## src/rtl/core/range_remap_eased_macros.svh

```systemverilog
`ifndef RANGE_REMAP_EASED_MACROS_SVH
`define RANGE_REMAP_EASED_MACROS_SVH

// same-cycle implication
`define RRE_ASSERT_IMP(lbl, clk, rst_n, a, c) \
	lbl: assert property (@(posedge clk) disable iff (!rst_n) (a) |-> (c)) \
		else $error("range_remap_eased: implication failed");

// fixed-latency implication
`define RRE_ASSERT_LAT(lbl, clk, rst_n, a, n, c) \
	lbl: assert property (@(posedge clk) disable iff (!rst_n) (a) |-> ##n (c)) \
		else $error("range_remap_eased: latency check failed");

`endif

```

## src/rtl/core/rrem_pkg.sv

```systemverilog
package rrem_pkg;

	localparam int VALUE_WIDTH_DEF   = 32;
	localparam int FRACTION_BITS_DEF = 16;

	typedef enum logic [2:0] {
		REG_INPUT_LOW    = 3'd0,
		REG_INPUT_HIGH   = 3'd1,
		REG_OUTPUT_LOW   = 3'd2,
		REG_OUTPUT_HIGH  = 3'd3,
		REG_CURVE_MODE   = 3'd4,
		REG_CLAMP_ENABLE = 3'd5
	} rrem_reg_t;

	typedef enum logic [2:0] {
		CURVE_STEP     = 3'd0,
		CURVE_LINEAR   = 3'd1,
		CURVE_SMOOTH   = 3'd2,
		CURVE_EASE_IN  = 3'd3,
		CURVE_EASE_OUT = 3'd4
	} rrem_curve_t;

	localparam logic [1:0] STATUS_OK        = 2'd0;
	localparam logic [1:0] STATUS_INVALID   = 2'd1;
	localparam logic [1:0] STATUS_SATURATED = 2'd2;

	typedef struct packed {
		logic valid;
		logic neg;
		logic ovf;
		logic invalid;
	} rrem_ctl_t;

endpackage

```

## src/rtl/core/rrem_div_cell.sv

```systemverilog
module rrem_div_cell #(
	parameter int RW    = 56,
	parameter int DW    = 32,
	parameter int QB    = 24,
	parameter int SHIFT = 0
) (
	input  logic               clk,
	input  logic               arst_n,
	input  logic [DW-1:0]      divisor,
	input  logic [RW-1:0]      rem_in,
	input  logic [QB-1:0]      q_in,
	input  rrem_pkg::rrem_ctl_t ctl_in,
	output logic [RW-1:0]      rem_out,
	output logic [QB-1:0]      q_out,
	output rrem_pkg::rrem_ctl_t ctl_out
);

	logic [RW-1:0] trial;
	logic          ge;

	assign trial = {{(RW-DW){1'b0}}, divisor} << SHIFT;
	assign ge    = rem_in >= trial;

	always_ff @(posedge clk) begin
		rem_out <= ge ? rem_in - trial : rem_in;
		q_out   <= q_in | ({{(QB-1){1'b0}}, ge} << SHIFT);
	end

	always_ff @(posedge clk or negedge arst_n) begin
		if (!arst_n) begin
			ctl_out <= '0;
		end else begin
			ctl_out <= ctl_in;
		end
	end

endmodule

```

## config.mk

```make
export PLATFORM = sky130hd
export DESIGN_NAME = rrem_div_cell
export DESIGN_NICKNAME = d
export VERILOG_FILES = /design/src/rtl/core/range_remap_eased_macros.svh /design/src/rtl/core/rrem_pkg.sv /design/src/rtl/core/rrem_div_cell.sv
export SDC_FILE = /design/constraint.sdc
export NUM_CORES = 1
export LEC_CHECK = 0
export ABC_AREA = 1
export BUFFER_PORTS_ARGS = -buffer_cell sky130_fd_sc_hd__clkbuf_2
export CAP_MARGIN = 20
export CORE_ASPECT_RATIO = 0.8
export CORE_MARGIN = 3
export CORE_UTILIZATION = 45
export DETAILED_ROUTE_END_ITERATION = 8
export PLACE_DENSITY = 0.83
export SYNTH_ARGS = -nofsm -noshare
export SYNTH_HDL_FRONTEND = slang
export SYNTH_SLANG_ARGS = --single-unit
```

## constraint.sdc

```tcl
create_clock -name clk -period 0.8 [get_ports clk]
set_input_delay 0.16 -clock clk [delete_from_list [all_inputs] [get_ports clk]]
set_output_delay 0.16 -clock clk [all_outputs]
set_load 0.03 [all_outputs]
```

After elaboration in Yosys (flattened, before gate mapping)

Cells that the tools add are included.

Div/mod/pow operators: 0
Equal/unequal tests: 0
Bitwise operators: 1
$mul: 0
Reductions and logical operators: 0
Magnitude comparators: 1
Multiplexer cells: 1
Add/subtract/negate cells: 1
Shift-type cells: 0

Operator list:

| operator                                                       | count |
|---|---|
| 56-bit by 32-bit greater-or-equal comparator with 1-bit output | 1 |
| 56-bit two-way mux                                             | 1 |
| 56-bit by 32-bit subtractor with 56-bit output                 | 1 |
| 24-bit by 1-bit bitwise OR with 24-bit output                  | 1 |

ROM bits: 0
Logic and storage cells: 10
RAM bits: 0
Bits in latches: 0
Memories: 0
Register bits: 84
Output and inout bits: 84
Input bits: 118

Logic depth before layout (Yosys ltp)

Depth after elaboration: 2
Gate-level depth with buffers: 16
Depth with buffers taken out: 16

Worst setup path after synthesis

OpenSTA, ideal clock, no wires.

Path type: input -> register
From: in rem_in[0]
To: reg rem_out[44]
Data arrival time: 1888 ps
Data required time: 734 ps
Setup slack: -1154 ps
Buffers on the path: 2
Stages: 16
Path through: inv_1 > ha_1 > fa_1 > inv_1 > nand2_1 > nand2_1 > nand3_1 > nand2_1 > nand2_1 > nand3_1 > nand2_1 > nand2_4 > inv_2 > buf_6 > buf_6 > a21oi_2

Word-level cells in the longest chain between the ends: 2
Elaborated cells on any way between the ends: 3
Those cells by class: add/sub: 1; order compare: 1; mux: 1

Ends and longest elaborated chain:

| element                                                                                                                          | RTL line                                 | RTL |
|---|---|---|
| from (decl)                                                                                                                      | rrem_div_cell.sv:10                      | `input logic [RW-1:0] rem_in,` |
| 56-bit by 32-bit subtractor with 56-bit output or 56-bit by 32-bit greater-or-equal comparator with 1-bit output (tied branches) | rrem_div_cell.sv:25, rrem_div_cell.sv:22 |  |
| 56-bit two-way mux (*)                                                                                                           | rrem_div_cell.sv:25                      | `rem_out <= ge ? rem_in - trial : rem_in;` |
| to (signal assigned)                                                                                                             | rrem_div_cell.sv:25                      |  |
| to (decl)                                                                                                                        | rrem_div_cell.sv:13                      | `output logic [RW-1:0] rem_out,` |

Every way passes the cells marked *; elsewhere a longest branch is shown, timed or not.

Worst setup path in the final report

From: in rem_in[0]
To: reg rem_out[2]

Same word-level chain as after synthesis.

==> summary.txt <==
Logic synthesis
  • Synthesized area per cell: 5.69 µm²
  • Part of the Yosys area used for sequential elements: 27.0%
  • Cells after synthesis: 1110
  • Synthesis warning total: 0
  • Post-synthesis instance area: 6310 µm²
  • Top cell type by total area after synthesis: sky130_fd_sc_hd__nand2_1
  • Total of flip-flops plus latches after synthesis: 84
  • Area share of the largest cell type after synthesis: 25.6%
  • Cell variety after synth: 28
  • Net count of the mapped netlist: 1261
  • Main area contributors after synthesis: sky130_fd_sc_hd__nand2_1, sky130_fd_sc_hd__dfxtp_1, sky130_fd_sc_hd__inv_1, sky130_fd_sc_hd__nor2_1, sky130_fd_sc_hd__ha_1

Timing
  • Setup Total Neg Slack: -64.80 ns
  • Post-layout min period: 1.80 ns
  • Setup slack after layout: -1.00 ns
  • Setup repair after global routing missed its margin: yes
  • Highest achievable clock rate: 554 MHz
  • Worst Hold Margin: 0.0128 ns
  • Actual transition at the worst max-transition pin: 0.309 ns
  • Final period util: 226%
  • Max-slew violations: 0
  • Max transition margin: 79.4%
  • Fin. Hold Viols: 0
  • # setup viols final: 141

Die
  • Die H: 112 µm
  • Effective utilization at floorplan: 46.2%
  • Width of the die: 138 µm
  • CORE AREA: 13600 µm²
  • Site Rows: 38
  • # IOs: 202
  • Area enclosed by the die boundary: 15500 µm²

Clocking
  • CTS tree: built
  • Root buffer cell: sky130_fd_sc_hd__clkbuf_16
  • H-Tree Depth: 3
  • Clock buffer depth: 2
  • Clock Sink Count: 84
  • Hold-fix buffers, CTS: 28
  • Clock-pin slew reported for the worst setup and hold paths after clock tree synthesis: 0.07 ns
  • Number of CTS-inserted buffers: 9

Outcome
  • Failing checks: negative setup slack
  • Run status: finished, violations left

GRT
  • First-pass GRT wire length: 44300 µm
  • Largest net degree at the start of global routing: 17
  • Vias in the first global route: 8799
  • Total overflow reported by the global router: 0
  • Antenna violations before repair: 0
  • GRT Overall Usage: 35.9%

Final layout
  • Total inserted antenna cells: 0
  • Most frequent cells in the layout: sky130_fd_sc_hd__nand2_1, sky130_fd_sc_hd__inv_1, sky130_fd_sc_hd__buf_4, sky130_fd_sc_hd__clkbuf_2, sky130_fd_sc_hd__buf_8
  • Most frequent standard cell in the layout excluding fill and tap cells: sky130_fd_sc_hd__nand2_1
  • Layout area overhead: 82.8%
  • Number of nets in the layout: 1681
  • Share of layout cells above drive strength 1: 44.0%
  • Final core utilization: 84.6%

Critical path
  • Largest driver fanout on the critical path: 14
  • Worst endpoint required time: 1.02 ns
  • WS Path Type: in -> reg
  • Setup crit end kind: register
  • CP startpoint kind: input port
  • Arrival time worst endpoint: 2.02 ns

Pwr
  • Total power divided by cell area: 1470 nW/µm²
  • Static Leak: 6.07 nW
  • Final Power: 17.0 mW
  • Worst IR Drop VDD: 0.00131 V

Min path
  • Hold/Removal Path Class: in -> reg
  • Worst Hold Depth: 2

Routing
  • Iteration count of the initial detailed-routing pass: 6
  • Number of DRC violations after detailed-routing iteration 0: 1141
  • Post-route DRC violation count: 0
  • Number of vias per cell: 5.25
  • Antenna-violating nets left: 0
  • DR WL/cell: 17.8 µm
  • Total via count in the routed design: 9000
  • DRT Wirelength: 30600 µm

Run
  • # Max-Cap Violations: 0

Place
  • Placement-stage worst setup slack: -1.39 ns
  • Buffers added on ports: 201
  • Final weighted congestion in routability-driven placement: 0.973
  • Final HPWL DP: 19900 µm
[Yosys cell counts (all sizes together)]
library cell and instances:
nand3b 6, nand2 433, and2 5, ha 32
dfxtp 80, xnor2 18, nand3 63, nand4 20
xor2 3, nor3 8, a21oi 36, inv 242
or2 3, buf 10, fa 1, dfrtp 4
nor2 119, o21ai 26, a21boi 1
[state kept, by name (all words and copies together), names as in the netlist]
| signal | cells |
|---|---|
| q_out | 24 |
| rem_out | 56 |
| ctl_out | 4 |
[power by group]
group / leakage [nW] / switching, mW / total (mW) / internal [mW]
Clock: 0.146 / 1.98 / 4.23 / 2.25
Combinational: 5.21 / 4.05 / 7.63 / 3.58
Sequential: 0.721 / 0.353 / 5.14 / 4.79
[worst max-delay path: stages]
cell and delay, ns:
sky130_fd_sc_hd__clkbuf_16 0.12, sky130_fd_sc_hd__inv_12 0.03, sky130_fd_sc_hd__ha_4 0.15, sky130_fd_sc_hd__fa_2 0.38, sky130_fd_sc_hd__inv_2 0.07, sky130_fd_sc_hd__nand2_1 0.04, sky130_fd_sc_hd__nand2_1 0.10, sky130_fd_sc_hd__nand3_2 0.08
sky130_fd_sc_hd__nand2_2 0.10, sky130_fd_sc_hd__nand2_2 0.06, sky130_fd_sc_hd__nand3_2 0.07, sky130_fd_sc_hd__nand2_2 0.07, sky130_fd_sc_hd__nand2_4 0.12, sky130_fd_sc_hd__inv_8 0.09, sky130_fd_sc_hd__buf_12 0.16, sky130_fd_sc_hd__nand2_1 0.08
sky130_fd_sc_hd__o21ai_0 0.12
[layer usage]
| metal | vias to the layer above | global-route usage (%) | routed length (µm) |
|---|---|---|---|
| met5 | - | 0 | 0 |
| li1 | 4174 | - | - |
| met2 | 640 | 63.1 | 14600 |
| met4 | 0 | 13.1 | 1410 |
| met1 | 4054 | 43.6 | 11300 |
| met3 | 132 | 7.17 | 3220 |
[logic make-up after synthesis]
logic type | after synthesis | synth area share [%]
AO/OA/AOI/OAI | 63 | 5.69
AND/OR/NAND/NOR | 657 | 42.3
flip-flops | 84 | 27.0
buffers and inverters | 252 | 15.4
adder cells (fa/ha/maj) | 33 | 6.66
XOR/XNOR | 21 | 2.91
[final cells by class]
class,instances,area (µm²)
Multi-Input combinational cell,774,4580
Clock inverter,6,55.1
Inverter,242,928
Clock buffer,10,239
Timing Repair Buffer,419,3710
Tap cell,180,225
Fill cell,760,2110
Sequential cell,84,1800
[path summary, 6_finish.rpt]
check | start | endpoint | slack (ns)
min in group asynchronous | arst_n | ctl_out[2] | 0.15
worst max-delay path | rem_in[0] | rem_out[2] | -1.00
worst min-delay path | q_in[0] | q_out[0] | 0.01
max in group asynchronous | arst_n | ctl_out[0] | 0.52
[through the flow]
step           cells  instance area (µm²)
5_1_grt         1715                11500
6_report        1715                11500
2_1_floorplan   1110                 6660
3_5_place_dp    1650                 9130
3_3_place_gp    1650                 9130
4_1_cts         1710                11100
[repair_timing]
action	CTS	global route
gates cloned	4	0
gates resized for setup	322	180
buffers inserted	13	5
pin swaps	23	17
endpoints found under the hold margin	32	1
endpoints found under the setup margin	141	141
(Power assumes the default switching activity.)
