--- config.mk ---
export PLATFORM = sky130hd
export DESIGN_NAME = rrem_shape
export DESIGN_NICKNAME = d
export VERILOG_FILES = /design/src/rtl/core/range_remap_eased_macros.svh /design/src/rtl/core/rrem_pkg.sv /design/src/rtl/core/rrem_shape.sv
export SDC_FILE = /design/constraint.sdc
export NUM_CORES = 2
export LEC_CHECK = 0
export CAP_MARGIN = 20
export CORE_MARGIN = 2
export CORE_UTILIZATION = 65
export CTS_CLUSTER_DIAMETER = 40
export DETAILED_ROUTE_END_ITERATION = 10
export DONT_BUFFER_PORTS = 1
export PLACE_DENSITY = 0.81
export SETUP_SLACK_MARGIN = 0.05
export SLEW_MARGIN = 20
export SYNTH_ARGS = -nofsm -noshare
export SYNTH_HDL_FRONTEND = slang
export SYNTH_SLANG_ARGS = --single-unit
--- constraint.sdc ---
create_clock -name clk -period 29.6 [get_ports clk]
set_input_delay 5.92 -clock clk [delete_from_list [all_inputs] [get_ports clk]]
set_output_delay 5.92 -clock clk [all_outputs]
set_load 0.005 [all_outputs]
--- src/rtl/core/range_remap_eased_macros.svh ---
`ifndef RANGE_REMAP_EASED_MACROS_SVH
`define RANGE_REMAP_EASED_MACROS_SVH

// same-cycle implication
`define RRE_ASSERT_IMP(lbl, clk, rst_n, a, c) \
	lbl: assert property (@(posedge clk) disable iff (!rst_n) (a) |-> (c)) \
		else $error("range_remap_eased: implication failed");

// fixed-latency implication
`define RRE_ASSERT_LAT(lbl, clk, rst_n, a, n, c) \
	lbl: assert property (@(posedge clk) disable iff (!rst_n) (a) |-> ##n (c)) \
		else $error("range_remap_eased: latency check failed");

`endif

--- src/rtl/core/rrem_pkg.sv ---
package rrem_pkg;

	localparam int VALUE_WIDTH_DEF   = 32;
	localparam int FRACTION_BITS_DEF = 16;

	typedef enum logic [2:0] {
		REG_INPUT_LOW    = 3'd0,
		REG_INPUT_HIGH   = 3'd1,
		REG_OUTPUT_LOW   = 3'd2,
		REG_OUTPUT_HIGH  = 3'd3,
		REG_CURVE_MODE   = 3'd4,
		REG_CLAMP_ENABLE = 3'd5
	} rrem_reg_t;

	typedef enum logic [2:0] {
		CURVE_STEP     = 3'd0,
		CURVE_LINEAR   = 3'd1,
		CURVE_SMOOTH   = 3'd2,
		CURVE_EASE_IN  = 3'd3,
		CURVE_EASE_OUT = 3'd4
	} rrem_curve_t;

	localparam logic [1:0] STATUS_OK        = 2'd0;
	localparam logic [1:0] STATUS_INVALID   = 2'd1;
	localparam logic [1:0] STATUS_SATURATED = 2'd2;

	typedef struct packed {
		logic valid;
		logic neg;
		logic ovf;
		logic invalid;
	} rrem_ctl_t;

endpackage

--- src/rtl/core/rrem_shape.sv ---
module rrem_shape #(
	parameter int FB  = 16,
	parameter int AW  = FB + 8,
	parameter int SQW = 2 * AW - FB,
	parameter int SHW = SQW + AW + 3 - FB
) (
	input  logic                  clk,
	input  logic                  arst_n,
	input  logic [2:0]            mode,
	input  logic                  clamp,
	input  logic [AW-1:0]         mag_in,
	input  rrem_pkg::rrem_ctl_t   ctl_in,
	output logic signed [SHW-1:0] shaped_s4,
	output rrem_pkg::rrem_ctl_t   ctl_s4
);

	localparam logic [AW-1:0] LIMIT = {1'b1, {(AW-1){1'b0}}};
	localparam logic signed [AW-1:0] AMAX = {1'b0, {(AW-1){1'b1}}};
	localparam logic signed [AW-1:0] AMIN = {1'b1, {(AW-1){1'b0}}};
	localparam logic signed [AW-1:0] ONE_A = {{(AW-FB-1){1'b0}}, 1'b1, {FB{1'b0}}};
	localparam logic signed [AW:0] ONE_B = {{(AW-FB){1'b0}}, 1'b1, {FB{1'b0}}};
	localparam logic signed [AW+1:0] THREE = {{(AW-FB){1'b0}}, 2'b11, {FB{1'b0}}};
	localparam logic signed [SHW-1:0] ONE_S = {{(SHW-FB-1){1'b0}}, 1'b1, {FB{1'b0}}};
	localparam int PRW = SQW + AW + 3;

	logic signed [AW-1:0]  amt_raw, amt_cl;
	logic signed [AW-1:0]  amt_s1, amt_s2, amt_s3;
	logic signed [AW:0]    base;
	logic [AW-1:0]         base_mag;
	logic [2*AW-1:0]       sq_full;
	logic [SQW-1:0]        sq_s2, sq_s3;
	logic signed [AW+1:0]  fac;
	logic signed [PRW-1:0] prod_s3;
	logic signed [SHW-1:0] shaped;
	rrem_pkg::rrem_ctl_t   ctl_s1, ctl_s2, ctl_s3;

	always_comb begin
		if (ctl_in.neg) begin
			amt_raw = (ctl_in.ovf || mag_in > LIMIT) ? AMIN : $signed(-mag_in);
		end else begin
			amt_raw = (ctl_in.ovf || mag_in >= LIMIT) ? AMAX : $signed(mag_in);
		end
		amt_cl = amt_raw;
		if (clamp) begin
			if (amt_raw < 0) begin
				amt_cl = '0;
			end else if (amt_raw > ONE_A) begin
				amt_cl = ONE_A;
			end
		end
	end

	always_comb begin
		if (mode == rrem_pkg::CURVE_EASE_OUT) begin
			base = ONE_B - {amt_s1[AW-1], amt_s1};
		end else begin
			base = {amt_s1[AW-1], amt_s1};
		end
		base_mag = base[AW] ? AW'(-base) : base[AW-1:0];
		sq_full  = base_mag * base_mag;
	end

	assign fac = THREE - ({{2{amt_s2[AW-1]}}, amt_s2} <<< 1);

	always_comb begin
		case (mode)
			rrem_pkg::CURVE_STEP:     shaped = (amt_s3 < ONE_A) ? '0 : ONE_S;
			rrem_pkg::CURVE_SMOOTH:   shaped = prod_s3[PRW-1:FB];
			rrem_pkg::CURVE_EASE_IN:  shaped = {{(SHW-SQW){1'b0}}, sq_s3};
			rrem_pkg::CURVE_EASE_OUT: shaped = ONE_S - {{(SHW-SQW){1'b0}}, sq_s3};
			default:                  shaped = {{(SHW-AW){amt_s3[AW-1]}}, amt_s3};
		endcase
	end

	always_ff @(posedge clk) begin
		amt_s1    <= amt_cl;
		amt_s2    <= amt_s1;
		sq_s2     <= sq_full[2*AW-1:FB];
		amt_s3    <= amt_s2;
		sq_s3     <= sq_s2;
		prod_s3   <= $signed({1'b0, sq_s2}) * fac;
		shaped_s4 <= shaped;
	end

	always_ff @(posedge clk or negedge arst_n) begin
		if (!arst_n) begin
			ctl_s1 <= '0;
			ctl_s2 <= '0;
			ctl_s3 <= '0;
			ctl_s4 <= '0;
		end else begin
			ctl_s1 <= ctl_in;
			ctl_s2 <= ctl_s1;
			ctl_s3 <= ctl_s2;
			ctl_s4 <= ctl_s3;
		end
	end

endmodule

## Word level (Yosys, flattened, before mapping)

Cells that the tools add are included.

| storage, ports and cells | value |
|---|---|
| register bits | 254 |
| bits in read-only memories | 0 |
| latch bits | 0 |
| bits in writable memories | 0 |
| memories kept | 0 |
| word-level logic and storage cells | 51 |
| output and inout port bits | 47 |

| cells by class | value |
|---|---|
| bitwise logic cells | 0 |
| muxes and demuxes | 10 |
| magnitude comparators | 5 |
| multiply operators | 2 |
| eq/ne operators | 3 |
| shift-type cells | 0 |
| divide/modulo/power cells | 0 |
| reduce and logical (&&, ||, !) cells | 3 |
| $add $sub $neg | 5 |

Operators with widths:

| operator | count |
|---|---|
| 43-bit case mux with 4 select lines | 1 |
| 24-bit 2-to-1 mux | 7 |
| 33-bit by 26-bit multiplier with 59-bit output | 1 |
| 24-bit by 24-bit multiplier with 48-bit output | 1 |
| 24-bit negator | 2 |
| 17-bit by 32-bit subtractor with 33-bit output (first input constant) | 1 |
| 19-bit by 25-bit subtractor with 26-bit output (first input constant) | 1 |
| 25-bit 2-to-1 mux | 1 |
| 18-bit by 24-bit subtractor with 25-bit output (first input constant) | 1 |
| 24-bit >= comparator (second input constant) | 1 |
| 24-bit by 18-bit > comparator with 1-bit output (second input constant) | 1 |
| 24-bit > comparator (second input constant) | 1 |
| 24-bit by 1-bit less-than comparator with 1-bit output (second input constant) | 1 |
| 24-bit by 18-bit less-than comparator with 1-bit output (second input constant) | 1 |
| 17-bit 2-to-1 mux | 1 |
| 3-bit by 2-bit equality test with 1-bit output (second input constant) | 2 |
| 3-bit equality test (second input constant) | 1 |
| 3-bit zero test | 1 |
| 1-bit logical OR | 2 |

## Logic depth before layout (Yosys ltp)

| depth | value |
|---|---|
| depth after elaboration | 8 |
| depth in mapped cells | 44 |

## Worst setup path after synthesis

No wires, ideal clock.

| timing | value |
|---|---|
| path kind | input -> register |
| start point | input port mode[1] |
| end point | register sq_s2[30] |
| setup slack | 14.950 ns |
| path buffers | 4 |
| arrival time | 14.524 ns |
| stages | 36 |
| setup time | 0.127 ns |
| data required time | 29.473 ns |
| path through | buf_2 > or3b_2 > clkbuf_1 > buf_6 > a21oi_1 > xnor2_1 > nand3_1 > or2_2 > nor2_1 > nor2_1 > xnor2_1 > inv_1 > clkbuf_1 > nor2_1 > fa_1 > fa_1 > fa_1 > inv_1 > fa_1 > inv_1 > fa_1 > inv_1 > fa_1 > inv_1 > fa_1 > ha_1 > nand2_1 > nor3_1 > nand2_1 > nor2_1 > nor4_1 > a31oi_1 > or3_1 > a31oi_1 > o21ai_0 > xor2_1 |

| on the way | value |
|---|---|
| word-level cells in the longest chain between the ends | 5 |

RTL lines:

| item | line | source |
|---|---|---|
| start, declared | rrem_shape.sv:9 | `input logic [2:0] mode,` |
| 3-bit equality test (*) | rrem_shape.sv:54 | `if (mode == rrem_pkg::CURVE_EASE_OUT) begin` |
| 25-bit 2-to-1 mux (*) | rrem_shape.sv:54 |  |
| 24-bit negator | rrem_shape.sv:59 | `base_mag = base[AW] ? AW'(-base) : base[AW-1:0];` |
| 24-bit 2-to-1 mux (*) | rrem_shape.sv:59 |  |
| 24-bit by 24-bit multiplier with 48-bit output (*) | rrem_shape.sv:60 | `sq_full = base_mag * base_mag;` |
| net sq_full[46] | rrem_shape.sv:30 | `logic [2*AW-1:0] sq_full;` |
| end signal, assigned | rrem_shape.sv:78 | `sq_s2 <= sq_full[2*AW-1:FB];` |
| end, declared | rrem_shape.sv:31 | `logic [SQW-1:0] sq_s2, sq_s3;` |

Mark *: on every way through the listed nets, which the timed path passes. The rest lies on a longest branch.

## Worst setup path in the final report

| timing | value |
|---|---|
| start point | input port mode[0] |
| end point | register sq_s2[30] |

Same word-level chain as after synthesis.

==> flow_summary.yaml <==
logic_synthesis:
  yosysTopAreaCell: "fa_1"
  synth_area_um2: 49700
  ys_types: 91
  synth.top_cells.by_area: "fa_1 (45%), ha_1 (9.9%), inv_1 (9.1%)"
  synth_edf_count: 0
  syn_inst: 5453
  ys_ff_latch: 238
  netlist.area_leader.share_pct: 44.6
  seq_area_frac_synth_pct: 9.74
  yosysWarningCount: 0
  syn-num-nets: 6988
  synthFlopType: "dfxtp_1"
  syn_avg_cell_area_um2: 9.12
  async_flop_share_pct: 6.72
sta:
  fmax_mhz: 64.4
  rsz0062_at_grt: "no"
  setup_viol: 0
  maxSlewHeadroom_pct: 23.5
  finalCritPeriodShare_pct: 52.4
  min_period_ns: 15.52
  worst_pin_slew_ns: 1.14
  finClkSkew_ns: 0.0353
  final-max-slew-violation-count: 0
  tns_ns: 0
  hold_viol_final: 0
worst_hold_path:
  hp-class: "register to register"
  hold_depth: 0
  hold_start: "ctl_s3[2]$_DFF_PN0_"
  min_to: "ctl_s4[2]$_DFF_PN0_"
layout:
  seq_area_um2: 4840
  final_nets: 6869
  drive_gt1_share_pct: 3.92
  multi_input_area_um2: 39600
  antenna_cells: 0
  syn2layout_area_growth_pct: 4.54
  nFillCells: 5611
detailed_routing:
  drc: 0
  num_vias: 37800
  dr.pass1.iters: 6
  routed_via_density: 5.96
  drt_iter0_markers: 3339
  antenna_left: 0
  wl_per_cell_um: 21.4
  drt_wl_total_mm: 135
clocking:
  hold_buffers: 0
  htree_num_levels: 1
  cts-root-buf: "clkbuf_16"
  post_cts_buffers: 0
  cts.sinks: 238
  insertion_delay_ns: 0.61
  clk_path_buf_depth: 3
  cts_resized: 0
  numCtsBuffers: 31
  cts_tree: "yes"
  clk_pin_slew_worst_paths_ns: 0.07
setup_path:
  crit_fanout: 60
  r2r_start: "amt_s1[0]$_DFF_P_"
  cp-end-kind: "register"
  crit_path_start_kind: "input port"
  r2r_cells: 35
  critPathMaxStageDelay_ns: 0.77
  critPathSlowestCell: "or3b_2"
  r2r_slack_ns: 16.98
  reg2reg_to: "sq_s2[30]$_DFF_P_"
  cp_num_buf_inv: 5
  critPathMostFrequentCell: "fa_1"
  path_class: "input port to register"
  critPathRequiredTime_ns: 30.09
  crit_family: "adder cells"
  crit_arrival_ns: 16.01
global_route:
  grt_pass1_vias: 40800
  grt.overflow.total: 0
  grt_pass1_wl_mm: 218
  antenna_found_initial: 3
  grt_max_degree: 65
  grt.total_usage_pct: 35.9
floorplanning:
  rows: 101
  coreArea_um2: 75800
  die_area_um2: 78700
  die_y_um: 281
  io_pins: 81
  die_w_um: 281
  start_util_pct: 65.6
outcome:
  status: "complete, no violations"
placement:
  dpl.hpwl_mm: 103
  place.gp.congestion: 0.971
  port_buffers: 0
run:
  drv_cap: 0
cells in the final DEF, fill, tap and decap left out, types with 6 or more instances in the layout:
| master | count |
|---|---|
| or3_1 | 12 |
| clkinv_8 | 8 |
| a221oi_1 | 22 |
| nand3_1 | 34 |
| a21o_1 | 68 |
| o211ai_1 | 10 |
| o21ai_0 | 100 |
| or4_1 | 11 |
| xnor2_1 | 84 |
| nor4_1 | 17 |
| xor2_1 | 56 |
| dfrtp_1 | 16 |
| nor3_1 | 47 |
| xor2_2 | 11 |
| o21bai_1 | 13 |
| o221ai_1 | 10 |
| and2_1 | 276 |
| a211oi_1 | 16 |
| xnor2_2 | 15 |
| clkbuf_16 | 31 |
| nand2_1 | 729 |
| nand4_1 | 29 |
| o32ai_1 | 6 |
| nand2b_1 | 49 |
| o21a_1 | 6 |
| fa_1 | 1108 |
| a21oi_1 | 155 |
| buf_4 | 86 |
| ha_1 | 393 |
| nor2b_1 | 26 |
| o22ai_1 | 30 |
| nor2_1 | 280 |
| o31ai_1 | 9 |
| dfxtp_1 | 222 |
| and3_1 | 12 |
| a31oi_1 | 21 |
| inv_1 | 1205 |
worst reg2reg max path: cells and delay by family (launching register included):
kind	cells	cell delay, ns
buffers and inverters	7	1.82
AOI/OAI and AO/OA	6	1.39
adders and majority gates	9	4.43
DFF	1	0.85
and+or+nand+nor	11	3.18
xor gates and xnor gates	2	0.88
kinds of logic (layout without fill, tap and decap cells):
kind of cell               after synthesis  after routing  share of synthesized area [%]
AOI/OAI and AO/OA                      520            520                           6.66
xor gates and xnor gates               170            170                           3.09
adders and majority gates             1501           1501                           54.5
buffers and inverters                 1451           1356                           11.1
DFF                                    238            238                           9.74
muxes                                    6              6                          0.128
and+or+nand+nor                       1567           1567                           14.8
per-layer routing:
metal  wire (um)  track usage, %  up-vias
met1       49000            45.3    18900
met3       14100            6.86      533
met4        8740            19.4        2
met5          11               0        -
li1            -               -    16200
met2       63500            58.9     2192
Yosys cell counts, types with 49 or more instances:
cell type  instances
o21ai_0          100
inv_1           1205
fa_1            1108
nor2_1           281
and2_1           276
a21oi_1          156
a21o_1            68
nand2b_1          49
nand2_1          729
xnor2_1           99
xor2_1            66
dfxtp_1          222
clkbuf_1         216
ha_1             393
state kept, by name (all words and copies together), names as in the netlist, 24 cells and up:
| name | count |
|---|---|
| amt_s1 | 24 |
| shaped_s4 | 43 |
| sq_s2 | 32 |
| sq_s3 | 32 |
| amt_s3 | 24 |
| amt_s2 | 24 |
| prod_s3 | 43 |
final cells by class:
class / count / area share, %
Multi-Input combinational cell: 3764 / 76.2
Sequential cell: 238 / 9.32
Inverter: 1212 / 8.75
Tap cell: 978 / 2.35
Clock buffer: 34 / 1.57
Timing Repair Buffer: 87 / 1.25
Clock inverter: 23 / 0.575
per-stage QoR:
step	cell area, um^2	hold slack, ns	std cells	setup slack, ns	utilization [%]
global route	52000	0.355	6336	13.47	68.6
finish	52000	0.347	6336	14.08	68.6
global placement	50900	0.332	6278	13.80	67.1
CTS	52000	0.349	6335	14.24	68.6
floorplan	49700	0.329	5453	14.95	-
detailed placement	50900	0.338	6278	13.57	67.1
worst max-delay path by stage:
| stage | endpoint | cells past startpoint | startpoint | slack, ns |
|---|---|---|---|---|
| 2_1_floorplan | sq_s2[30]$_DFF_P_ | 36 | mode[1] | 14.95 |
| 3_3_place_gp | sq_s2[30]$_DFF_P_ | 31 | mode[0] | 13.80 |
| 3_5_place_dp | sq_s2[30]$_DFF_P_ | 31 | mode[0] | 13.57 |
| 4_1_cts | sq_s2[30]$_DFF_P_ | 31 | mode[0] | 14.24 |
| 5_1_grt | sq_s2[30]$_DFF_P_ | 29 | mode[0] | 13.47 |
| 6_report | sq_s2[30]$_DFF_P_ | 31 | mode[0] | 14.08 |
Power is not shown: default switching activity piles up to over one toggle a cycle in this logic, so the estimate is an artifact.
